<file path="config.mk">
export PLATFORM = sky130hd
export DESIGN_NAME = bfiq_queue
export DESIGN_NICKNAME = d
export VERILOG_FILES = /design/src/rtl/bfiq_pkg.sv /design/src/rtl/bfiq_queue.sv
export SDC_FILE = /design/constraint.sdc
export NUM_CORES = 1
export LEC_CHECK = 0
export BUFFER_PORTS_ARGS = -buffer_cell sky130_fd_sc_hd__buf_2
export CAP_MARGIN = 20
export CELL_PAD_IN_SITES_DETAIL_PLACEMENT = 0
export CELL_PAD_IN_SITES_GLOBAL_PLACEMENT = 2
export CORE_AREA = 2 2 71 73
export DETAILED_ROUTE_END_ITERATION = 16
export DIE_AREA = 0 0 73 75
export PLACE_DENSITY = 0.85
export SYNTH_ARGS = -nofsm -noshare
export SYNTH_HDL_FRONTEND = slang
export SYNTH_SLANG_ARGS = --single-unit
</file>
<file path="constraint.sdc">
create_clock -name clk -period 5.23 [get_ports clk]
set_clock_uncertainty 0.15 [all_clocks]
set_input_delay 1.3075 -clock clk [delete_from_list [all_inputs] [get_ports clk]]
set_output_delay 1.3075 -clock clk [all_outputs]
set_load 0.005 [all_outputs]
</file>
<file path="src/rtl/bfiq_pkg.sv">
package bfiq_pkg;

    localparam int HASH_W        = 64;
    localparam int FILTER_BITS_W = 21;
    localparam logic [FILTER_BITS_W-1:0] FILTER_BITS_RESET = 21'd1048576;

    // Item modes
    localparam logic MODE_INSERT = 1'b0;
    localparam logic MODE_QUERY  = 1'b1;

    // APB register map: one word register, selected by paddr[2]
    localparam int   APB_ADDR_W      = 3;
    localparam int   APB_DATA_W      = 32;
    localparam logic REG_FILTER_BITS = 1'b0;

    // Control part of an item travelling from front to back
    typedef struct packed {
        logic mode;
        logic last;
    } bfiq_op_t;

endpackage

</file>
<file path="src/rtl/bfiq_queue.sv">
module bfiq_queue
    import bfiq_pkg::*;
#(
    parameter int POS_W = 20
) (
    input  logic             clk,
    input  logic             rst_n,
    input  logic             push_valid,
    output logic             push_ready,
    input  bfiq_op_t         push_op,
    input  logic [POS_W-1:0] push_pos,
    output logic             pop_valid,
    input  logic             pop_ready,
    output bfiq_op_t         pop_op,
    output logic [POS_W-1:0] pop_pos
);

    localparam int DEPTH = 2;

    bfiq_op_t         op_mem_reg  [DEPTH];
    logic [POS_W-1:0] pos_mem_reg [DEPTH];
    logic             wr_ptr_reg, wr_ptr_next;
    logic             rd_ptr_reg, rd_ptr_next;
    logic [1:0]       count_reg, count_next;
    logic             do_push;
    logic             do_pop;

    assign push_ready = (count_reg != 2'(DEPTH));
    assign pop_valid  = (count_reg != 2'd0);
    assign do_push    = push_valid && push_ready;
    assign do_pop     = pop_valid && pop_ready;
    assign pop_op     = op_mem_reg[rd_ptr_reg];
    assign pop_pos    = pos_mem_reg[rd_ptr_reg];

    always_comb
    begin
        wr_ptr_next = do_push ? ~wr_ptr_reg : wr_ptr_reg;
        rd_ptr_next = do_pop ? ~rd_ptr_reg : rd_ptr_reg;
        count_next  = count_reg + {1'b0, do_push} - {1'b0, do_pop};
    end

    always_ff @(posedge clk or negedge rst_n)
    begin
        if (!rst_n)
        begin
            wr_ptr_reg <= 1'b0;
            rd_ptr_reg <= 1'b0;
            count_reg  <= 2'd0;
        end
        else
        begin
            wr_ptr_reg <= wr_ptr_next;
            rd_ptr_reg <= rd_ptr_next;
            count_reg  <= count_next;
        end
    end

    always_ff @(posedge clk)
    begin
        if (do_push)
        begin
            op_mem_reg[wr_ptr_reg]  <= push_op;
            pos_mem_reg[wr_ptr_reg] <= push_pos;
        end
    end

endmodule

</file>
* Yosys cells after proc, flatten, opt, wreduce, memory -nomap -nowiden
Memories as Yosys holds them, arrays and structs flattened.
Cells that the tools add are included.
** Word-level totals
- Bits in registers :: 4
- Memory bits (writable) :: 44
- Input port bits :: 26
- Output and inout port bits :: 24
- Word-level logic and storage cells :: 15
- Memories kept :: 2
** Cells by class
- $add $sub $neg :: 2
- Equality and inequality tests :: 1
- Muxes and demuxes :: 2
- Bitwise gates (word level) :: 2
- Reductions and logical operators :: 3
** Memory list
- pos_mem_reg :: depth 2, width 20, rd ports 1, clocked after Yosys merged registers in 0, wr ports 1, line bfiq_queue.sv:21 : logic [POS_W-1:0] pos_mem_reg [DEPTH];
- op_mem_reg :: depth 2, width 2, rd ports 1, clocked after Yosys merged registers in 0, wr ports 1, line bfiq_queue.sv:20 : bfiq_op_t op_mem_reg [DEPTH];
** Operators with widths (count)
- 2-bit by 1-bit adder with 2-bit output :: 1
- 1-bit logical AND :: 2
- 1-bit 2-to-1 mux :: 2
- 2-bit inequality test (second input constant) :: 1
- 1-bit inverter :: 2
- 2-bit nonzero test :: 1
- 2-bit by 1-bit subtractor with 2-bit output :: 1

* Depth between registers and ports, before layout
Gate-level depths: netlist of run 1.
- Depth in word-level cells :: 4
- Depth in mapped cells :: 7
- Depth with buffers taken out :: 7

* Worst setup path before layout of run 1
OpenSTA, ideal clock, no wires.
- Path kind :: input-to-reg
- From :: in push_valid
- To :: mem op_mem_reg[0][0] (netlist name) (enable)
- Library setup time :: 0.401 ns
- Arrival :: 2.343 ns
- Data required time :: 4.679 ns
- Slack :: 2.336 ns
- Cell stages on the path :: 2
- Path buffers :: 0
- Cell sequence :: nand2_1 > nor2_1
** Between the ends
- Word-level cells in the longest chain between the ends :: 3
** Ends and longest elaborated chain
- start, declared :: line bfiq_queue.sv:8 : input logic push_valid,
- 1-bit logical AND :: line bfiq_queue.sv:30 : assign do_push = push_valid && push_ready;
- 1-bit 2-to-1 mux :: line bfiq_queue.sv:60 : if (do_push)
- 1-bit 2-to-1 mux (not written as such) :: line bfiq_queue.sv:62 : op_mem_reg[wr_ptr_reg] <= push_op;
- end, declared :: line bfiq_queue.sv:20
No other way between the ends.

* Worst setup path after layout of run 1
- From :: reg rd_ptr_reg
- To :: out pop_pos[0]
** Between the ends
- Word-level cells in the longest chain between the ends :: 1
** Ends and longest elaborated chain
- start, declared :: line bfiq_queue.sv:23 : logic rd_ptr_reg, rd_ptr_next;
- start signal, assigned :: line bfiq_queue.sv:53 : rd_ptr_reg <= rd_ptr_next;
- memory read 2 x 20 bit
- end, declared :: line bfiq_queue.sv:15 : output logic [POS_W-1:0] pop_pos
No other way between the ends.

==> flow_metrics.env, run 1 <==
export IMPL_status="complete, no violations"
export IMPL_clock_sinks=48
export IMPL_syn_avg_cell_area_um2=21.0
export IMPL_post_place_ws_ns=2.22
export IMPL_vias=919
export IMPL_power_leakage_uw=0.000836
export IMPL_ys_types=14
export IMPL_power_total_uw=1110
export IMPL_ys_top_cells_by_count="44 x edfxtp_1, 22 x mux2_2, 4 x dfrtp_1"
export IMPL_fin_ws_ns=1.93
export IMPL_cp_start_kind="flop"
export IMPL_die_area_um2=5480
export IMPL_hold_buffers=0
export IMPL_syn_to_final_growth_pct=22.7
export IMPL_rr_worst_depth=2
export IMPL_rows=25
export IMPL_grt_max_degree=24
export IMPL_fin_crit_sh_pct=63.1
export IMPL_crit_chain="mux2_2, buf_2"
export IMPL_seq_area_frac_synth_pct=79.7
export IMPL_worstMarginPinSlew_ns=1.00
export IMPL_hp_start="wr_ptr_reg"
export IMPL_worstSkewPairLatency_ns=0.29
export IMPL_layout_drive_gt1_share_pct=57.1
export IMPL_ir_drop_uv=306
export IMPL_ys_warnings_count=0
export IMPL_finalCriticalPeriod_ns=3.30
export IMPL_drt_iter0_markers=43
export IMPL_clkTransAtPathRegs_ns=0.08
export IMPL_synthArstFlopShare_pct=8.33
export IMPL_hpwl_um=2020
export IMPL_viasPerCell=4.74
export IMPL_synth_area_top_cells="edfxtp_1 74%, mux2_2 14%, dfrtp_1 5.6%"
export IMPL_routed_wl_um=2930
export IMPL_nets=168
export IMPL_synth_top_area_share_pct=74.1
export IMPL_worstPathArrival_ns=1.84
export IMPL_cts_root_buf="clkbuf_8"
export IMPL_reg2reg_to="pos_mem_reg[1][19]"
export IMPL_crit_path_max_incr_delay_ns=0.99
export IMPL_setup_viol=0
export IMPL_slew_viol_final=0
export IMPL_ios=50
export IMPL_drv_cap=0
export IMPL_antenna_found_initial=0
export IMPL_cp_required_ns=3.77
export IMPL_setup_tns_ns=0
export IMPL_die_x_um=73
export IMPL_dr_pass1_iters=4
export IMPL_clockBufferDepth=2
export IMPL_core_area_um2=4660
export IMPL_cp_max_fo=23
export IMPL_antennaDiodeCount=0
export IMPL_grt_overflow=0
export IMPL_hold_end="wr_ptr_reg"
export IMPL_end_kind="output pin"
export IMPL_min_path_cells=1
export IMPL_ant_nets=0
export IMPL_cts_tree="built"
export IMPL_grt_pass1_wl_um=4400
export IMPL_fmax_mhz=303
export IMPL_synth_top_family_by_area="multiplexers"
export IMPL_syn_nets=113
export IMPL_rsz0062_at_grt="no"
export IMPL_postCtsSetupBuffers=0
export IMPL_crit_family="flip-flops"
export IMPL_synth_most_common_cell="edfxtp_1"
export IMPL_holdCritPathClass="flop to flop"
export IMPL_die_y_um=75
export IMPL_gp_congestion=0.659
export IMPL_syn_area_um2=1780
export IMPL_port_buffers=49
export IMPL_drc=0
export IMPL_synth_seq_cells=48
export IMPL_synth_xor_area_share_pct=1.96
export IMPL_cpMaxStageDelayCell="dfrtp_1"
export IMPL_ctsHtreeMaxLevel=2
export IMPL_avgRoutedWirePerCell_um=15.1
export IMPL_synth_area_mux_share_pct=13.9
export IMPL_synth_top_cell_by_area="edfxtp_1"
export IMPL_cts_buffers=5
export IMPL_r2r_setup_slack_ns=3.33
export IMPL_grt_usage_pct=11.4
export IMPL_synth_edff_count=44
export IMPL_synthCells=85
export IMPL_crit_type="flop to output pin"
export IMPL_power_density_nw_per_um2=509
export IMPL_timing_slew_headroom_pct=33.1
export IMPL_crit_buf_inv=1
export IMPL_cts_resized=0
export IMPL_start_util_pct=38.3
export IMPL_synth_compound_area_share_pct=0
export IMPL_finalHoldViolations=0
export IMPL_yosys_area_share_adder_pct=1.40
export IMPL_first_global_vias=938
export IMPL_reg2reg_from="count_reg[1]"
export IMPL_largest_reg_flops=40
export IMPL_yosys_most_used_dff="edfxtp_1"
export IMPL_synthSimpleGateAreaFrac_pct=1.96
through the flow:
stage               utilization (%)  instances  instance area (µm²)  hold WS (ns)
CTS                            47.0        194                 2190         0.372
detailed placement             45.3        187                 2110         0.361
global route                   47.0        194                 2190         0.403
global placement               44.7        186                 2080         0.342
finish                         47.0        194                 2190         0.378
floorplan                         -         85                 1780         0.311
where the power goes:
part | total, µW | switching, µW | internal (µW)
Clock | 201 | 110 | 90.9
Combinational | 323 | 135 | 188
Sequential | 590 | 61.9 | 528
cells in the final DEF, fill, tap and decap left out, drive strengths merged:
master / n
or2: 1
nor2: 1
mux2: 22
and2: 1
inv: 1
dfrtp: 4
ha: 2
nand2: 1
nand2b: 1
and3: 1
clkinv: 1
clkbuf: 6
buf: 50
xnor2: 3
edfxtp: 44
xor2: 1
worst max path at each step:
stage          startpoint          endpoint  depth (start not counted)
2_1_floorplan  push_valid  op_mem_reg[0][0]                          2
3_3_place_gp   rd_ptr_reg       pop_pos[14]                          2
3_5_place_dp   rd_ptr_reg       pop_pos[14]                          2
4_1_cts        rd_ptr_reg       pop_pos[14]                          2
5_1_grt        rd_ptr_reg        pop_pos[0]                          2
6_report       rd_ptr_reg        pop_pos[0]                          2
logic make-up after synthesis:
kind of cell             Yosys count
adder cells (fa/ha/maj)            2
XOR/XNOR                           4
flip-flops                        48
multiplexers                      22
buffers and inverters              3
AND/OR/NAND/NOR                    6
layer usage:
layer	wire length, µm	GRT usage (%)	vias up
li1	-	-	432
met1	1190	13.4	440
met2	1470	18.0	40
met3	202	3.61	7
met4	75	7.41	0
met5	0	0	-
final cells by class:
| cell class | instances | area, µm² |
|---|---|---|
| clock inverter | 1 | 5.00 |
| clock buffer | 6 | 72.6 |
| timing repair buffer | 50 | 273 |
| sequential | 48 | 1420 |
| multi-input combinational | 34 | 345 |
| fill | 411 | 2470 |
| tap | 54 | 67.6 |
| inverter | 1 | 3.75 |
Note: power is estimated with default switching activity, not from simulation.
==> inputs of run 2 (changes only) <==
Settings changed: ABC_AREA set to 1, CORE_AREA 2 2 71 73 to 2 2 78 80, DIE_AREA 0 0 73 75 to 0 0 80 82, PLACE_DENSITY 0.85 to 0.81.
Clock period 5.23 ns to 3.3 ns, I/O delays scaled along.
==> flow_metrics.env, run 2 <==
export IMPL_status="complete, no violations"
export IMPL_antenna_found_initial=0
export IMPL_nets=228
export IMPL_grt_overflow=0
export IMPL_core_area_um2=5750
export IMPL_drv_cap=0
export IMPL_cts_tree="built"
export IMPL_cp_start_kind="flop"
export IMPL_post_route_util_pct=39.5
export IMPL_cts_resized=0
export IMPL_final_cell_mix="79 x nand2_1, 49 x buf_2, 44 x edfxtp_1, 8 x inv_1, 5 x clkbuf_8"
export IMPL_syn_area_um2=1830
export IMPL_seq_area_frac_synth_pct=77.5
export IMPL_grt_max_degree=24
export IMPL_cts_buffers=5
export IMPL_gp_congestion=0.727
export IMPL_postCtsSetupBuffers=0
export IMPL_reg2reg_from="count_reg[1]"
export IMPL_vias=1120
export IMPL_worstPathArrival_ns=1.28
export IMPL_avgRoutedWirePerCell_um=11.1
export IMPL_p_int_uw=1280
export IMPL_fmax_mhz=443
export IMPL_largest_reg_flops=40
export IMPL_cts_root_buf="clkbuf_8"
export IMPL_post_place_ws_ns=1.02
export IMPL_mostFrequentLayoutCell="nand2_1"
export IMPL_grt_usage_pct=9.39
export IMPL_reg2reg_to="pos_mem_reg[1][2]"
export IMPL_combPwrFrac_pct=31.1
export IMPL_first_global_vias=1024
export IMPL_yosys_most_used_dff="edfxtp_1"
export IMPL_die_x_um=80
export IMPL_worstMarginPinSlew_ns=0.861
export IMPL_ctsHtreeMaxLevel=2
export IMPL_syn_nets=174
export IMPL_finalHoldViolations=0
export IMPL_ant_nets=0
export IMPL_hold_buffers=0
export IMPL_drt_iter0_markers=47
export IMPL_antennaDiodeCount=0
export IMPL_netSwitchingFraction_pct=31.6
export IMPL_fin_crit_sh_pct=68.5
export IMPL_rows=28
export IMPL_rr_worst_depth=4
export IMPL_clock_sinks=48
export IMPL_clockBufferDepth=2
export IMPL_end_kind="output pin"
export IMPL_holdCritPathClass="primary input to async pin"
export IMPL_synth_seq_cells=48
export IMPL_crit_type="flop to output pin"
export IMPL_synth_top_cell_by_area="edfxtp_1"
export IMPL_power_density_nw_per_um2=825
export IMPL_hpwl_um=2170
export IMPL_synth_top_area_share_pct=72.1
export IMPL_finalCriticalPeriod_ns=2.26
export IMPL_port_buffers=49
export IMPL_ir_drop_uv=363
export IMPL_worstSkewPairLatency_ns=0.29
export IMPL_rsz0062_at_grt="no"
export IMPL_viasPerCell=4.06
export IMPL_fin_ws_ns=1.04
export IMPL_drc=0
export IMPL_slew_viol_final=0
export IMPL_setup_viol=0
export IMPL_start_util_pct=31.9
export IMPL_cp_required_ns=2.32
export IMPL_layout_drive_gt1_share_pct=30.3
export IMPL_dr_pass1_iters=4
export IMPL_die_area_um2=6560
export IMPL_syn_to_final_growth_pct=23.7
export IMPL_power_leakage_uw=0.00102
export IMPL_clkTransAtPathRegs_ns=0.09
export IMPL_setup_tns_ns=0
export IMPL_grt_pass1_wl_um=4520
export IMPL_cp_max_fo=23
export IMPL_synth_most_common_cell="nand2_1"
export IMPL_timing_slew_headroom_pct=42.5
export IMPL_p_seq_share_pct=46.6
export IMPL_p_switching_uw=591
export IMPL_syn_avg_cell_area_um2=12.6
export IMPL_synth_area_top_cells="edfxtp_1 72%, nand2_1 16%, dfrtp_1 5.5%"
export IMPL_die_y_um=82
export IMPL_ys_types=10
export IMPL_r2r_setup_slack_ns=1.42
export IMPL_routed_wl_um=3070
export IMPL_ios=50
export IMPL_ys_warnings_count=0
export IMPL_synthCells=146
export IMPL_synthArstFlopShare_pct=8.33
export IMPL_synth_edff_count=44
export IMPL_pwr_share_clk_pct=22.3
export IMPL_ys_top_cells_by_count="79 x nand2_1, 44 x edfxtp_1, 8 x inv_1"
## run 2: worst max-delay path: stages, from the launching register on
cell	delay, ns
dfrtp_1	0.39
inv_2	0.31
nand2_1	0.09
nand2_1	0.09
buf_2	0.11
## run 2: worst max-delay path by stage
stage / startpoint / end / slack, ns / cells after the start
finish: rd_ptr_reg / pop_pos[18] / 1.04 / 4
global route: rd_ptr_reg / pop_pos[19] / 0.91 / 4
CTS: rd_ptr_reg / pop_pos[18] / 0.99 / 4
detailed placement: push_valid / op_mem_reg[1][0] / 1.02 / 4
global placement: push_valid / op_mem_reg[1][1] / 1.03 / 4
floorplan: push_valid / op_mem_reg[1][0] / 0.90 / 2
## run 2: per-stage QoR
step	power (µW)	std cells	hold WS, ns	area [µm²]
finish	1870	276	0.176	2270
global route	2010	276	0.161	2270
CTS	1910	276	0.167	2270
detailed placement	1490	268	0.311	2150
global placement	1490	268	0.311	2150
floorplan	1250	146	0.292	1830
## run 2: kinds of logic (layout without fill, tap and decap cells)
group / Yosys count / count (layout) / share of synthesized area [%]
flip-flops: 48 / 48 / 77.5
adder cells (fa/ha/maj): 2 / 2 / 1.36
buffers and inverters: 13 / 68 / 3.89
AND/OR/NAND/NOR: 83 / 83 / 17.2
## run 2: final cells by class
class | count | area, µm²
repair buffers | 51 | 260
well taps | 75 | 93.8
inverters | 9 | 33.8
fillers | 587 | 3480
flip-flops and latches | 48 | 1420
clock buffers | 5 | 68.8
multi-input cells | 85 | 343
clock inverters | 3 | 46.3
## run 2: power by group through the flow
stage | combinational (µW) | sequential, µW | clock [µW]
floorplan | 370 | 884 | 0
global placement | 601 | 885 | 0
detailed placement | 603 | 885 | 0
CTS | 603 | 872 | 430
global route | 676 | 884 | 454
finish | 582 | 871 | 417
## run 2: metal layers
| layer | wire length (µm) | up-vias | part of all wire (%) | GRT usage, % |
|---|---|---|---|---|
| met5 | 0 | - | 0 | 0 |
| met4 | 18 | 0 | 0.59 | 3.56 |
| met3 | 148 | 2 | 4.8 | 3.08 |
| met2 | 1600 | 26 | 52 | 16.5 |
| met1 | 1300 | 507 | 42 | 10.7 |
| li1 | - | 585 | - | - |
==> inputs of run 3 (changes only) <==
Settings changed: ABC_AREA 1 to 0, CORE_AREA 2 2 78 80 to 2 2 74 76, DIE_AREA 0 0 80 82 to 0 0 76 78, PLACE_DENSITY 0.81 to 0.79.
Clock period 3.3 ns to 2.1 ns, I/O delays scaled along.
==> flow_metrics.env, run 3 (synthesis results as in run 1) <==
export IMPL_status="complete, no violations"
export IMPL_syn_to_final_growth_pct=30.4
export IMPL_nets=174
export IMPL_hold_end="pos_mem_reg[1][12]"
export IMPL_setup_tns_ns=0
export IMPL_cp_required_ns=1.42
export IMPL_grt_usage_pct=10.4
export IMPL_largest_reg_flops=40
export IMPL_cts_tree="built"
export IMPL_power_leakage_uw=0.000899
export IMPL_ant_nets=0
export IMPL_fin_crit_sh_pct=96.3
export IMPL_drv_cap=0
export IMPL_cts_buffers=5
export IMPL_die_x_um=76
export IMPL_drc=0
export IMPL_layout_drive_gt1_share_pct=59.2
export IMPL_drt_iter0_markers=39
export IMPL_antenna_found_initial=0
export IMPL_start_util_pct=35.4
export IMPL_rsz0062_at_grt="no"
export IMPL_viasPerCell=4.30
export IMPL_worstPathArrival_ns=1.35
export IMPL_crit_chain="buf_8, mux2_2, buf_2"
export IMPL_core_area_um2=5040
export IMPL_cts_root_buf="clkbuf_8"
export IMPL_power_density_nw_per_um2=1380
export IMPL_cp_max_fo=15
export IMPL_fmax_mhz=494
export IMPL_gp_congestion=0.612
export IMPL_vias=934
export IMPL_reg2reg_from="count_reg[1]"
export IMPL_end_kind="output pin"
export IMPL_ir_drop_uv=585
export IMPL_worstSkewPairLatency_ns=0.29
export IMPL_avgRoutedWirePerCell_um=13.4
export IMPL_crit_type="flop to output pin"
export IMPL_dp_cells=208
export IMPL_reg2reg_to="count_reg[1]"
export IMPL_instances_no_fill=217
export IMPL_hp_start="push_pos[12]"
export IMPL_routed_wl_um=2910
export IMPL_r2r_setup_slack_ns=0.24
export IMPL_crit_buf_inv=2
export IMPL_post_route_util_pct=46.1
export IMPL_die_y_um=78
export IMPL_slew_viol_final=0
export IMPL_finalHoldViolations=0
export IMPL_grt_max_degree=16
export IMPL_clkTransAtPathRegs_ns=0.08
export IMPL_hpwl_um=2100
export IMPL_worstMarginPinSlew_ns=0.201
export IMPL_grt_pass1_wl_um=4700
export IMPL_clock_sinks=48
export IMPL_clockBufferDepth=2
export IMPL_mostFrequentLayoutCell="buf_2"
export IMPL_rows=26
export IMPL_timing_slew_headroom_pct=86.6
export IMPL_crit_family="flip-flops"
export IMPL_holdCritPathClass="primary input to flop"
export IMPL_min_path_cells=1
export IMPL_ctsHtreeMaxLevel=2
export IMPL_dr_pass1_iters=2
export IMPL_port_buffers=49
export IMPL_cpMaxStageDelayCell="dfrtp_1"
export IMPL_crit_path_max_incr_delay_ns=0.39
export IMPL_antennaDiodeCount=0
export IMPL_ios=50
export IMPL_final_cell_mix="49 x buf_2, 44 x edfxtp_1, 22 x mux2_2, 5 x clkbuf_8, 5 x buf_4"
export IMPL_rr_worst_depth=7
export IMPL_cp_start_kind="flop"
export IMPL_finalCriticalPeriod_ns=2.02
export IMPL_grt_overflow=0
export IMPL_setup_viol=0
export IMPL_first_global_vias=1018
export IMPL_startpoint="rd_ptr_reg"
export IMPL_die_area_um2=5930
-- run 3: cell types whose count changed in the layout (fill, tap and decap cells not counted), sizes merged, moves of 2 or more --
| cell | previous run | this run |
|---|---|---|
| inv | 10 | 1 |
| nand3 | 3 | 0 |
| buf | 51 | 55 |
| bufinv | 1 | 3 |
| mux2 | 0 | 22 |
| nand2 | 79 | 1 |
| xnor2 | 0 | 3 |
-- run 3: report_power, final --
group	switching [µW]	leakage (µW)	total, µW	internal, µW
clock network	287	0.0000784	882	595
registers	67.9	0.000455	1380	1310
logic	437	0.000365	937	500
-- run 3: worst register-to-register path, delay by kind of cell, from the launching register on --
family / cells / cell delay (ns)
buffers and inverters: 1 / 0.04
adders and majority gates: 2 / 0.45
DFF: 1 / 0.41
and+or+nand+nor: 2 / 0.43
xor gates and xnor gates: 2 / 0.31
-- run 3: how the worst max path moves through the flow --
stage	end	cells after the start
6_report	pop_pos[11]	3
5_1_grt	pop_pos[18]	3
4_1_cts	pop_pos[11]	3
3_5_place_dp	count_reg[1]	7
3_3_place_gp	count_reg[1]	7
2_1_floorplan	count_reg[1]	7
-- run 3: per-layer routing --
metal  routed length, µm  GRT usage [%]
met5                   0              0
met4                  41           3.82
met3                 217           4.77
met2                1450           18.4
met1                1200           11.0
-- run 3: layout make-up --
| cell class | count | area [µm²] |
|---|---|---|
| clock buffer | 5 | 68.8 |
| clock inverter | 3 | 90.1 |
| fill | 470 | 2720 |
| inverter | 1 | 3.75 |
| multi-input combinational | 34 | 345 |
| sequential | 48 | 1420 |
| tap | 70 | 87.6 |
| timing repair buffer | 56 | 308 |
-- run 3: what timing repair did --
item,in CTS,in global routing
setup endpoints to repair,0,14
hold buffers,1,0
setup buffers,0,0
hold endpoints to repair,4,0
resized for setup,0,2
-- run 3: per-stage QoR --
| step | worst slack [ns] | instance area, µm² | total power [µW] | hold WS [ns] |
|---|---|---|---|---|
| after global routing | 0.00215 | 2320 | 3390 | 0.245 |
| after floorplan | 0.325 | 1790 | 1950 | 0.0794 |
| after detailed placement | 0.252 | 2150 | 2350 | 0.189 |
| final | 0.0772 | 2320 | 3200 | 0.267 |
| after global placement | 0.326 | 2150 | 2310 | 0.186 |
| after CTS | 0.0170 | 2320 | 3240 | 0.252 |
