**src/rtl/bfiq_pkg.sv**
```systemverilog
package bfiq_pkg;

    localparam int HASH_W        = 64;
    localparam int FILTER_BITS_W = 21;
    localparam logic [FILTER_BITS_W-1:0] FILTER_BITS_RESET = 21'd1048576;

    // Item modes
    localparam logic MODE_INSERT = 1'b0;
    localparam logic MODE_QUERY  = 1'b1;

    // APB register map: one word register, selected by paddr[2]
    localparam int   APB_ADDR_W      = 3;
    localparam int   APB_DATA_W      = 32;
    localparam logic REG_FILTER_BITS = 1'b0;

    // Control part of an item travelling from front to back
    typedef struct packed {
        logic mode;
        logic last;
    } bfiq_op_t;

endpackage

```
**src/rtl/bfiq_front.sv**
```systemverilog
module bfiq_front
    import bfiq_pkg::*;
#(
    parameter int MAX_FILTER_BITS = 1048576,
    localparam int POS_W = $clog2(MAX_FILTER_BITS)
) (
    input  logic                     clk,
    input  logic                     rst_n,
    input  logic                     accept,
    input  logic                     mode,
    input  logic [HASH_W-1:0]        hash_value,
    input  logic                     last_hash,
    input  logic [FILTER_BITS_W-1:0] filter_bits,
    output logic                     busy,
    output logic                     push_valid,
    input  logic                     push_ready,
    output bfiq_op_t                 push_op,
    output logic [POS_W-1:0]         push_pos
);

    localparam int SIZE_W = $clog2(MAX_FILTER_BITS + 1);
    localparam int CMP_W  = (SIZE_W > FILTER_BITS_W) ? SIZE_W : FILTER_BITS_W;
    localparam int CNT_W  = $clog2(HASH_W);

    localparam logic [CMP_W-1:0] LIMIT_SIZE = CMP_W'(MAX_FILTER_BITS & ~7);
    localparam logic [CMP_W-1:0] MIN_SIZE   = CMP_W'(8);
    localparam logic [CNT_W-1:0] LAST_STEP  = CNT_W'(HASH_W - 1);

    localparam logic [1:0] F_IDLE = 2'd0;
    localparam logic [1:0] F_DIV  = 2'd1;
    localparam logic [1:0] F_PUSH = 2'd2;

    logic [1:0]        state_reg, state_next;
    logic [CNT_W-1:0]  cnt_reg, cnt_next;
    logic [HASH_W-1:0] hash_reg, hash_next;
    logic [SIZE_W-1:0] rem_reg, rem_next;
    logic [SIZE_W-1:0] size_reg, size_next;
    bfiq_op_t          op_reg, op_next;

    logic [CMP_W-1:0]  fb_ext;
    logic [CMP_W-1:0]  size_sel;
    logic [SIZE_W:0]   trial;
    logic [SIZE_W:0]   diff;
    logic              fits;

    // Round the size down to whole bytes, then clamp into the store
    always_comb
    begin
        fb_ext = CMP_W'({filter_bits[FILTER_BITS_W-1:3], 3'b000});
        if (fb_ext == '0)
        begin
            size_sel = MIN_SIZE;
        end
        else if (fb_ext > LIMIT_SIZE)
        begin
            size_sel = LIMIT_SIZE;
        end
        else
        begin
            size_sel = fb_ext;
        end
    end

    // One restoring remainder step per cycle, most significant hash bit first
    assign trial = {rem_reg, hash_reg[HASH_W-1]};
    assign diff  = trial - {1'b0, size_reg};
    assign fits  = (trial >= {1'b0, size_reg});

    always_comb
    begin
        state_next = state_reg;
        cnt_next   = cnt_reg;
        hash_next  = hash_reg;
        rem_next   = rem_reg;
        size_next  = size_reg;
        op_next    = op_reg;
        case (state_reg)
            F_IDLE:
            begin
                if (accept)
                begin
                    hash_next    = hash_value;
                    rem_next     = '0;
                    cnt_next     = '0;
                    size_next    = size_sel[SIZE_W-1:0];
                    op_next.mode = mode;
                    op_next.last = last_hash;
                    state_next   = F_DIV;
                end
            end
            F_DIV:
            begin
                rem_next  = fits ? diff[SIZE_W-1:0] : trial[SIZE_W-1:0];
                hash_next = {hash_reg[HASH_W-2:0], 1'b0};
                cnt_next  = cnt_reg + 1'b1;
                if (cnt_reg == LAST_STEP)
                begin
                    state_next = F_PUSH;
                end
            end
            F_PUSH:
            begin
                if (push_ready)
                begin
                    state_next = F_IDLE;
                end
            end
            default:
            begin
                state_next = F_IDLE;
            end
        endcase
    end

    always_ff @(posedge clk or negedge rst_n)
    begin
        if (!rst_n)
        begin
            state_reg <= F_IDLE;
        end
        else
        begin
            state_reg <= state_next;
        end
    end

    always_ff @(posedge clk)
    begin
        cnt_reg  <= cnt_next;
        hash_reg <= hash_next;
        rem_reg  <= rem_next;
        size_reg <= size_next;
        op_reg   <= op_next;
    end

    assign busy       = (state_reg != F_IDLE);
    assign push_valid = (state_reg == F_PUSH);
    assign push_op    = op_reg;
    assign push_pos   = rem_reg[POS_W-1:0];

endmodule

```
**config.mk**
```make
export PLATFORM = sky130hd
export DESIGN_NAME = bfiq_front
export DESIGN_NICKNAME = d
export VERILOG_FILES = /design/src/rtl/bfiq_pkg.sv /design/src/rtl/bfiq_front.sv
export SDC_FILE = /design/constraint.sdc
export NUM_CORES = 1
export LEC_CHECK = 0
export BUFFER_PORTS_ARGS = -buffer_cell sky130_fd_sc_hd__buf_2
export CORE_MARGIN = 3
export CORE_UTILIZATION = 51
export DETAILED_ROUTE_END_ITERATION = 8
export GPL_ROUTABILITY_DRIVEN = 0
export MAX_ROUTING_LAYER = met4
export PLACE_DENSITY = 0.84
export SYNTH_ARGS = -nofsm -noshare
export SYNTH_HDL_FRONTEND = slang
export SYNTH_SLANG_ARGS = --single-unit
```
**constraint.sdc**
```tcl
create_clock -name clk -period 3.66 [get_ports clk]
set_input_delay 0 -clock clk [delete_from_list [all_inputs] [get_ports clk]]
set_output_delay 0 -clock clk [all_outputs]
set_load 0.03 [all_outputs]
```
==> Word level (Yosys, flattened, before mapping) <==
Cells that the tools add are included.
{ "totals": {"register_bits": 116, "inputBits": 91} }
{ "op_classes": {"add_sub_neg": 2, "magnitude_cmp": 2, "eq_ne": 6, "mux": 12, "reduce_logical": 8} }
{ "op_table": {"columns": ["op", "n"], "rows": [
  ["$pmux W64 S2", 1],
  ["$mux W64", 1],
  ["$mux W21", 3],
  ["$pmux W21 S2", 1],
  ["$ge A22 B21 Y1", 1],
  ["$gt A21 B21 Y1 const B", 1],
  ["$sub A21 B21 Y21", 1],
  ["$logic_not A18 Y1", 1],
  ["$pmux W6 S2", 1],
  ["$add A6 B1 Y6 const B", 1],
  ["$eq A6 B6 Y1 const B", 1],
  ["$mux W2", 3],
  ["$mux W6", 1],
  ["$pmux W2 S3", 1],
  ["$ne A2 B2 Y1 const B", 2],
  ["$reduce_and A2 Y1", 2],
  ["$reduce_bool A2 Y1", 2],
  ["$reduce_and A3 Y1", 1],
  ["$eq A2 B1 Y1 const B", 1],
  ["$eq A2 B2 Y1 const B", 1],
  ["$logic_not A2 Y1", 1],
  ["$ne A2 B1 Y1 const B", 1],
  ["$reduce_or A2 Y1", 1]
]} }

==> Longest topological paths before layout <==
Gate-level depths: netlist (run 1).
{ "depth": {"depth_word": 3, "depth_mapped": 10, "depth_no_buf": 10} }

==> Worst setup path after synthesis (run 1) <==
OpenSTA, ideal clock, no wires.
{ "synth_path": {"path_kind": "register to register", "startpoint": "register state_reg[1]", "endpoint": "register cnt_reg[0] (enable)", "arrival_ps": 2682, "required_time_ps": 2793, "slack_ps": 110, "stages_incl_launch_ff": 5, "n_path_buf": 2, "period_less_slack_ps": 3550, "cell_sequence": "dfrtp_1 -> nand2b_1 -> clkbuf_1 -> clkbuf_1 -> nand2_1"} }
{ "synth_between": {"elab_chain_len": 3} }
{ "synth_lines": {"columns": ["element", "line_no", "text"], "rows": [
  ["from (decl)", "bfiq_front.sv:33", "logic [1:0] state_reg, state_next;"],
  ["from (signal assigned)", "bfiq_front.sv:123", "state_reg <= state_next;"],
  ["$eq A2 B1 Y1 or $logic_not A2 Y1 (tied branches)", "bfiq_front.sv:77", "case (state_reg)"],
  ["$reduce_bool A2 Y1 (no source line) or $ne A2 B2 Y1 (tied branches)", null, null],
  ["$reduce_and A2 Y1 (no source line) (*)", null, null],
  ["to (signal assigned)", "bfiq_front.sv:129", "cnt_reg <= cnt_next;"],
  ["to (decl)", "bfiq_front.sv:34", "logic [CNT_W-1:0] cnt_reg, cnt_next;"]
]} }
Mark *: on every way between the ends. The rest lies on a longest branch, timed or not.
A chain may end at the register's enable or synchronous reset.

==> Worst setup path in the final report (run 1) <==
{ "layout_path": {"startpoint": "register rem_reg[14]", "endpoint": "register rem_reg[16] (data pin)"} }
{ "layout_between": {"elab_chain_len": 3} }
{ "layout_lines": {"columns": ["element", "line_no", "text"], "rows": [
  ["from (decl)", "bfiq_front.sv:36", "logic [SIZE_W-1:0] rem_reg, rem_next;"],
  ["from (signal assigned)", "bfiq_front.sv:131", "rem_reg <= rem_next;"],
  ["$sub A21 B21 Y21 or $ge A22 B21 Y1 (tied branches)", "bfiq_front.sv:66, bfiq_front.sv:67", null],
  ["$mux W21 (*)", "bfiq_front.sv:93", "rem_next = fits ? diff[SIZE_W-1:0] : trial[SIZE_W-1:0];"],
  ["$pmux W21 S2 (*)", "bfiq_front.sv:77", null]
]} }
Marked as above.

==> results of run 1 <==
==> worst max-delay path, cell delays in order, from the launching register on <==
cell	delay (ns)
edfxtp_1	0.43
ha_1	0.43
a21oi_1	0.28
o21ai_1	0.14
or2_1	0.31
o21ai_4	0.41
nand2_1	0.25
o211a_1	0.31
==> stage by stage <==
| stage | power [W] | hold slack (ns) |
|---|---|---|
| 2_1_floorplan | 0.001441 | -0.2956 |
| 3_3_place_gp | 0.001489 | -0.2150 |
| 3_5_place_dp | 0.001490 | -0.2094 |
| 4_1_cts | 0.003121 | 0.3175 |
| 5_1_grt | 0.003196 | 0.3261 |
| 6_report | 0.003114 | 0.3304 |
==> layer usage <==
metal	vias to the layer above	routed length, um	GRT usage, %
met1	2431	6379	29.59
met2	246	7903	40.31
met4	0	246	8.430
met3	28	1148	5.596
met5	-	0	-
li1	2487	-	-
==> synth_stat cells (all sizes together), types with 4 or more instances <==
master / instances
and3: 5
nor4: 5
buf: 28
a211o: 4
and2: 16
nor2: 13
nand2: 208
a21o: 7
a21oi: 31
o211ai: 6
nand2b: 4
xnor2: 8
a211oi: 5
nand4: 4
clkbuf: 18
ha: 19
nor3: 11
nor2b: 9
o21ai: 22
nand3: 14
or3: 5
edfxtp: 111
a31o: 4
inv: 27
==> layout by cell type, fill, tap and decap left out, types with 3 or more instances in the layout <==
cell type,instances
o211ai_2,4
a21o_1,7
dlygate4sd3_1,90
nand2b_1,3
nand2_1,207
or3_1,5
a21oi_2,6
clkbuf_16,17
o22ai_1,3
nand3_1,14
inv_1,25
clkbuf_1,3
nor4_1,5
ha_1,19
nor2b_1,8
clkinvlp_4,3
a211oi_1,4
buf_2,111
nor2_1,13
xnor2_1,8
xor2_1,3
and2_1,16
clkinv_1,3
nand4_1,4
o21ai_0,16
a211o_1,4
a21oi_1,25
a31o_2,4
o21ai_1,5
edfxtp_1,111
nor3_1,10
and3_1,5
==> layout make-up <==
class                           count  area [um^2]  share of cell area (%)
Sequential cell                   113         3383                   41.58
Multi-Input combinational cell    432         2449                   30.09
Timing Repair Buffer              203         1471                   18.08
Clock buffer                       20        436.7                   5.367
Tap cell                          143        178.9                   2.199
Clock inverter                     11        116.4                   1.430
Inverter                           27        101.3                   1.246
==> final timing paths <==
path / depth (start not counted) / startpoint / endpoint
max: 7 / rem_reg[14]$_SDFFCE_PN0P_ / rem_reg[16]$_SDFFCE_PN0P_
min: 2 / last_hash / push_op[0]$_DFFE_PP_
max reg2reg: 7 / rem_reg[14]$_SDFFCE_PN0P_ / rem_reg[16]$_SDFFCE_PN0P_
min reg2reg: 2 / hash_reg[21]$_DFFE_PP_ / hash_reg[22]$_DFFE_PP_
max in group asynchronous: 3 / rst_n / state_reg[1]$_DFFE_PN0P_
min in group asynchronous: 3 / rst_n / state_reg[0]$_DFFE_PN0P_
==> cells by family after synthesis <==
logic type	after synthesis	share of synthesized area (%)
fa+ha+maj	20	4.168
buf+inv	73	5.988
xor+xnor	11	1.558
compound gates	100	12.16
flops	113	54.70
simple gates	299	21.10
mux	2	0.3237
==> power groups by stage <==
stage,clock network (W),logic [W],registers (W)
final,0.00157,0.000141,0.00140
after global routing,0.00164,0.000151,0.00140
after CTS,0.00158,0.000134,0.00140
after detailed placement,0,0.0000605,0.00143
after global placement,0,0.0000592,0.00143
after floorplan,0,0.0000107,0.00143
==> results_dict.tcl, run 1 <==
set metrics [dict create \
    core-area_um2 11610 \
    numCtsBuffers 17 \
    cts_resized 0 \
    syn_area_um2 6185 \
    fin_crit_ns 2.823 \
    rows 39 \
    placed_area_um2 6683 \
    die-area_um2 13480 \
    num-nets-final 905 \
    synth_largest_area_cell "edfxtp_1" \
    portBuffers 111 \
    crit_required_ns 3.80 \
    grt_pass1_vias 5121 \
    relSlewSlack_pct 21.50 \
    drv_cap 0 \
    critPathKind "register to register" \
    internal-power_w 0.002496 \
    io_pins 115 \
    cts_root_buffer "clkbuf_16" \
    grt_pass1_wl_mm 24.65 \
    die_w_um 116.1 \
    swShare_pct 19.86 \
    h-tree-depth 4 \
    grt_usage_pct 24.36 \
    rrSetupSlack_ns 0.84 \
    worst_pin_slew_ns 1.178 \
    num_antenna_cells 0 \
    worst_setup_path_end_kind "register" \
    netlist_instances 618 \
    n_fill_cell 800 \
    remaining_drc_errors 0 \
    fin_ws_ns 0.8369 \
    maxSlewViolCount 0 \
    wire_per_inst_um 16.52 \
    combPwrFrac_pct 4.5 \
    drive_gt1_share_pct 20.72 \
    clk_latency_ns 0.40 \
    dp_hpwl_mm 9.280 \
    synth_nets 729 \
    drt-initial-drc-count 484 \
    fmax_ghz 0.3542 \
    fin_area_um2 8137 \
    postSynth.asyncResetShare_pct 1.770 \
    yosys.area.top_type_share_pct 53.89 \
    ys_seq_area_share_pct 54.70 \
    ys_seq_elements 113 \
    antenna_found_initial 0 \
    die_h_um 116.1 \
    timing.final.crit_share_pct 77.13 \
    synth_edf_count 111 \
    powerDensity_nw_per_um2 382.8 \
    drt_first_pass_iters 8 \
    avgSynthCellArea_um2 10.01 \
    dp.cells 828 \
    post_cts_buffers 0 \
    clkTransAtPathRegs_ns 0.06 \
    rsz0062_at_grt "false" \
    largest_reg_flops 64 \
    post-place-ws_ns 0.9232 \
    clkPwrFrac_pct 50.4 \
    cts_tree "done" \
    avgViaCountPerCell 5.471 \
    instances_no_fill 949 \
    grt_overflow 0 \
    clock_skew_ns 0.01117 \
    synth_warnings 0 \
    cp-start-kind "register" \
    hold_buffers 90 \
    cp.arrival_ns 2.96 \
    grt_max_degree 92 \
    tns_ns 0 \
    cts.sinks 113 \
    hp-class "input port to register" \
    clockBufferDepth 2 \
    path_max_fanout 15 \
    final_hold_viol_count 0 \
    power_frac_seq_pct 45.1 \
    ant_nets 0 \
    finalCoreUtilization_pct 70.06 \
    synth_flop_cell "edfxtp_1" \
    synthTopCellsByArea "edfxtp_1 (54%), nand2_1 (13%), ha_1 (3.8%)" \
    ys_types 60 \
    vias 5192 \
    leakage_nw 3.683 \
    vdd_drop_max_mv 0.2405 \
    p_sw_w 0.0006186 \
    status "complete, no violations" \
    routed_wl_mm 15.68 \
    syn2layout_area_growth_pct 31.56 \
    setup_viol 0 \
    start_util_pct 53.25 \
]
Note: power is estimated with default switching activity, not from simulation.
==> run 2, diff against run 1 <==
- ABC_AREA: default -> 1
- CORE_UTILIZATION: 51 -> 53
- PLACE_DENSITY: 0.84 -> 0.83
- clock period: 3.66 -> 2.9 ns (I/O delays scaled with it)
==> run 2 against run 1 <==
Global-route usage grew 3.5 points; die area shrank 0.59%; cell count grew 16%; first-iteration DRC count shrank 24%; largest cell class unchanged.
==> results_dict.tcl, run 2 <==
set metrics [dict create \
    avgViaCountPerCell 5.126 \
    crit_required_ns 3.07 \
    synthSimpleGateAreaFrac_pct 29.99 \
    fmax_ghz 0.4322 \
    grt_pass1_vias 5779 \
    die_h_um 115.8 \
    yosys.area.top_type_share_pct 52.18 \
    io_pins 115 \
    wire_per_inst_um 15.34 \
    synth_edf_count 111 \
    numCtsBuffers 17 \
    cts.sinks 113 \
    n_fill_cell 776 \
    drive_gt1_share_pct 19.73 \
    crit_chain "ha_1, nand2_1, inv_2, nand2_1, nor3_1, nand2_2, nand2_2, nand2_4, nand2_4, nand2_1, nand2_1, nor2_2" \
    dp.cells 976 \
    timing.final.crit_share_pct 79.79 \
    postSynth.asyncResetShare_pct 1.770 \
    fin_crit_ns 2.314 \
    drv_cap 0 \
    grt_pass1_wl_mm 27.73 \
    tns_ns 0 \
    synth_compound_area_share_pct 2.194 \
    vdd_drop_max_mv 0.7648 \
    grt_usage_pct 27.91 \
    multi_input_area_um2 2405 \
    drt_first_pass_iters 5 \
    relSlewSlack_pct 43.30 \
    ys_types 34 \
    final_hold_viol_count 0 \
    finalCoreUtilization_pct 72.78 \
    clockBufferDepth 2 \
    cts_root_buffer "clkbuf_16" \
    largest_reg_flops 64 \
    cp-start-kind "register" \
    status "complete, no violations" \
    remaining_drc_errors 0 \
    synth_fa_ha_area_share_pct 4.035 \
    rows 39 \
    cp.arrival_ns 2.49 \
    die-area_um2 13410 \
    hp-class "input port to register" \
    synth_top_family_by_area "simple AND/OR/NAND/NOR gates" \
    synth_nets 867 \
    grt_overflow 0 \
    routed_wl_mm 16.85 \
    instances_no_fill 1098 \
    synth.top_cells.by_count "nand2_1 (318), edfxtp_1 (111), inv_1 (87)" \
    path_max_fanout 15 \
    synth_warnings 0 \
    antenna_found_initial 1 \
    cts_tree "done" \
    fin_ws_ns 0.5861 \
    cpPeakStageDelay_ns 0.45 \
    clk_latency_ns 0.42 \
    vias 5628 \
    netlist_instances 756 \
    ant_nets 0 \
    synth_mux_area_share_pct 0 \
    ys_seq_area_share_pct 52.97 \
    layout_common_cells "nand2_1 (318), edfxtp_1 (111), buf_2 (111)" \
    cpMostUsedCell "nand2_1" \
    num-nets-final 1051 \
    portBuffers 111 \
    h-tree-depth 4 \
    total_power_w 0.009706 \
    ys_seq_elements 113 \
    synth_most_common_cell "nand2_1" \
    dp_hpwl_mm 9.441 \
    worst_pin_slew_ns 0.8505 \
    critPathKind "register to register" \
    rsz0062_at_grt "false" \
    die_w_um 115.8 \
    avgSynthCellArea_um2 8.449 \
    clock_skew_ns 0.006927 \
    critical_path.slowest_cell "edfxtp_1" \
    syn_area_um2 6387 \
    register_area_um2 3383 \
    final_common_cell "nand2_1" \
    powerDensity_nw_per_um2 1148 \
    synth_flop_cell "edfxtp_1" \
    drt-initial-drc-count 367 \
    grt_max_degree 87 \
    clkTransAtPathRegs_ns 0.06 \
    leakage_nw 4.239 \
    post-place-ws_ns 0.6327 \
    syn2layout_area_growth_pct 32.32 \
    synthXorXnorAreaFrac_pct 1.097 \
    core-area_um2 11610 \
    synthTopCellsByArea "edfxtp_1 (52%), nand2_1 (19%), inv_1 (5.1%)" \
    synth_largest_area_cell "edfxtp_1" \
    worst_setup_path_end_kind "register" \
    setup_viol 0 \
    start_util_pct 55.00 \
    maxSlewViolCount 0 \
]
==> run 2: timing repair <==
| action | 4_1_cts | 5_1_grt |
|---|---|---|
| hold buffers | 88 | 0 |
| setup buffers | 0 | 0 |
| resized for setup | 0 | 0 |
| hold endpoints to repair | 88 | 0 |
==> run 2: cells by family (layout without fill, tap and decap cells) <==
logic type                 after synthesis  count (layout)
other                                    0               2
xor gates and xnor gates                 8               8
adders and majority gates               20              20
and+or+nand+nor                        457             457
DFF                                    113             113
AOI/OAI and AO/OA                       24              24
buffers and inverters                  134             331
==> run 2: area by class of cell <==
cell class / instances / share of cell area (%)
Timing Repair Buffer: 206 / 17.62
Multi-Input combinational cell: 509 / 28.45
Inverter: 93 / 4.130
Clock buffer: 17 / 5.033
Clock inverter: 15 / 2.561
Sequential cell: 113 / 40.03
Antenna cell: 2 / 0.05922
Tap cell: 143 / 2.117
==> run 2: layer usage <==
layer,GRT usage [%],share of wire [%],vias up
li1,-,-,2736
met1,31.40,39,2583
met2,46.14,50,249
met3,7.467,6.9,60
met4,13.53,3.5,0
met5,-,0,-
==> run 2: stage by stage <==
step	cell area, um^2	hold slack [ns]
6_report	8452	0.2885
5_1_grt	8452	0.2886
4_1_cts	8447	0.2790
3_5_place_dp	6924	-0.2098
3_3_place_gp	6924	-0.2141
2_1_floorplan	6399	-0.2956
==> run 2: final timing paths <==
path	cells past startpoint	end	start	slack, ns
min in group asynchronous	3	state_reg[0]$_DFFE_PN0P_	rst_n	0.48
min reg2reg	2	hash_reg[58]$_DFFE_PP_	hash_reg[57]$_DFFE_PP_	0.52
max in group asynchronous	3	state_reg[1]$_DFFE_PN0P_	rst_n	2.30
max reg2reg	12	rem_reg[3]$_SDFFCE_PN0P_	rem_reg[14]$_SDFFCE_PN0P_	0.59
min	2	push_op[0]$_DFFE_PP_	last_hash	0.29
max	12	rem_reg[3]$_SDFFCE_PN0P_	rem_reg[14]$_SDFFCE_PN0P_	0.59
==> run 2: power by group <==
part	total (W)	internal (W)	switching, W	leakage (nW)
Clock	0.00230	0.00152	0.000780	0.302
Combinational	0.00416	0.00138	0.00278	2.74
Sequential	0.00325	0.00294	0.000313	1.20
==> run 2: critical path, delay by kind of cell, from the launching register on <==
kind          cells  cell delay (ns)
fa+ha+maj         1             0.38
flops             1             0.45
buf+inv           1             0.07
simple gates     10             1.16
==> run 3, diff against run 2 <==
- clock period: 2.9 -> 2.19 ns (I/O delays scaled with it)
==> run 3 against run 2 <==
Total power is 38% higher; sequential share of layout area fell by 1.7 points; wire length is 12% higher.
==> results_dict.tcl, run 3 (synthesis gave the netlist of run 2 again) <==
set metrics [dict create \
    status "complete, no violations" \
    final_hold_viol_count 0 \
    die-area_um2 13410 \
    cts.sinks 113 \
    rrSetupSlack_ns 0.06 \
    cpPeakStageDelay_ns 0.46 \
    cp.buffers_inverters 1 \
    wire_per_inst_um 16.80 \
    maxSlewViolCount 0 \
    crit_required_ns 2.36 \
    crit_end "rem_reg[5]$_SDFFCE_PN0P_" \
    layout_common_cells "nand2_1 (311), edfxtp_1 (111), buf_2 (111)" \
    dp_hpwl_mm 9.668 \
    cp.arrival_ns 2.30 \
    setup_viol 0 \
    die_w_um 115.8 \
    cts_tree "done" \
    cp.depth 14 \
    cts_root_buffer "clkbuf_16" \
    vias 5966 \
    leakage_nw 4.358 \
    die_h_um 115.8 \
    final_common_cell "nand2_1" \
    critPathKind "register to register" \
    clock_skew_ns 0.005213 \
    worst_setup_path_end_kind "register" \
    placed_area_um2 7067 \
    syn2layout_area_growth_pct 38.16 \
    r2r-start "rem_reg[4]$_SDFFCE_PN0P_" \
    holdWs_ns 0.3168 \
    drive_gt1_share_pct 24.08 \
    worst_pin_slew_ns 0.5365 \
    core-area_um2 11610 \
    grt_pass1_wl_mm 28.21 \
    clk_latency_ns 0.42 \
    power_frac_seq_pct 32.5 \
    fin_area_um2 8825 \
    fin_crit_ns 2.131 \
    crit_chain "ha_4, nand2_1, nand2_1, inv_2, nand2_2, nand2_2, nand2_4, nand2_2, nand2_2, nand2_4, nand2_8, nand2_1, nand2_1, nor2_2" \
    ant_nets 0 \
    routed_wl_mm 18.82 \
    clkTransAtPathRegs_ns 0.05 \
    worstRegToRegCells 14 \
    critPathTopFamily "simple AND/OR/NAND/NOR gates" \
    total_power_w 0.01338 \
    worstReg2RegEnd "rem_reg[5]$_SDFFCE_PN0P_" \
    critical_path.slowest_cell "edfxtp_1" \
    num-nets-final 1074 \
    grt_overflow 0 \
    tns_ns 0 \
    crit_start "rem_reg[4]$_SDFFCE_PN0P_" \
    largest_reg_flops 64 \
    combPwrFrac_pct 47.3 \
    swShare_pct 40.57 \
    numCtsBuffers 17 \
    grt_usage_pct 28.40 \
    worstHoldStart "last_hash" \
    portBuffers 111 \
    hp-class "input port to register" \
    drt-initial-drc-count 516 \
    h-tree-depth 4 \
    internal-power_w 0.007954 \
    remaining_drc_errors 0 \
    timing.final.crit_share_pct 97.31 \
    cp-start-kind "register" \
    relSlewSlack_pct 64.23 \
    clkPwrFrac_pct 20.2 \
    path_max_fanout 15 \
    powerDensity_nw_per_um2 1517 \
    start_util_pct 55.00 \
    rows 39 \
    clockBufferDepth 2 \
    p_sw_w 0.005430 \
    drv_cap 0 \
    vdd_drop_max_mv 0.7870 \
    drt_first_pass_iters 6 \
    io_pins 115 \
    antenna_found_initial 1 \
    fmax_ghz 0.4693 \
    grt_pass1_vias 5769 \
    avgViaCountPerCell 5.327 \
    grt_max_degree 87 \
]
-- run 3: cell count changes in the layout (fill, tap and decap cells not counted), sizes merged --
cell | before | now
bufinv | 5 | 3
buf | 118 | 141
diode | 2 | 1
clkinvlp | 4 | 3
clkinv | 6 | 8
clkbuf | 17 | 18
-- run 3: power by group through the flow --
stage	Combinational (W)	Sequential, W	Clock, W
after global placement	0.00529	0.00426	0
final	0.00633	0.00435	0.00271
after CTS	0.00562	0.00428	0.00273
after detailed placement	0.00544	0.00430	0
after floorplan	0.00437	0.00422	0
after global routing	0.00700	0.00444	0.00282
-- run 3: layout make-up --
cell class / count / area, um^2
Fill cell: 719 / 2789
Multi-Input combinational cell: 509 / 2633
Timing Repair Buffer: 229 / 1703
Clock buffer: 18 / 429.2
Sequential cell: 113 / 3383
Clock inverter: 14 / 146.4
Inverter: 93 / 349.1
Tap cell: 143 / 178.9
Antenna cell: 1 / 2.502
-- run 3: worst min path at each step --
stage / end / slack, ns / cells after the start
floorplan: state_reg[0]$_DFFE_PN0P_ / -0.30 / 0
global placement: state_reg[0]$_DFFE_PN0P_ / -0.21 / 1
detailed placement: state_reg[0]$_DFFE_PN0P_ / -0.21 / 1
CTS: push_op[1]$_DFFE_PP_ / 0.28 / 2
global route: push_op[0]$_DFFE_PP_ / 0.32 / 2
finish: push_op[0]$_DFFE_PP_ / 0.32 / 2
-- run 3: through the flow --
| step | setup slack [ns] | std cells | utilization, % |
|---|---|---|---|
| 2_1_floorplan | -0.1761 | 756 | - |
| 3_3_place_gp | 0.1046 | 990 | 60.85 |
| 3_5_place_dp | 0.04108 | 990 | 60.85 |
| 4_1_cts | 0.009070 | 1110 | 73.44 |
| 5_1_grt | -0.07026 | 1120 | 75.99 |
| 6_report | 0.05899 | 1120 | 75.99 |
-- run 3: layer usage --
metal / GRT usage (%) / wire length [um]
met5: - / 0
met2: 46.07 / 9508
met3: 6.475 / 1385
met1: 33.34 / 7078
met4: 14.08 / 843
-- run 3: timing repair --
item	4_1_cts	5_1_grt
setup endpoints to repair	8	18
pin swaps	0	5
setup buffers	0	9
resized for setup	1	34
endpoints found under the hold margin	88	0
hold buffers	88	0
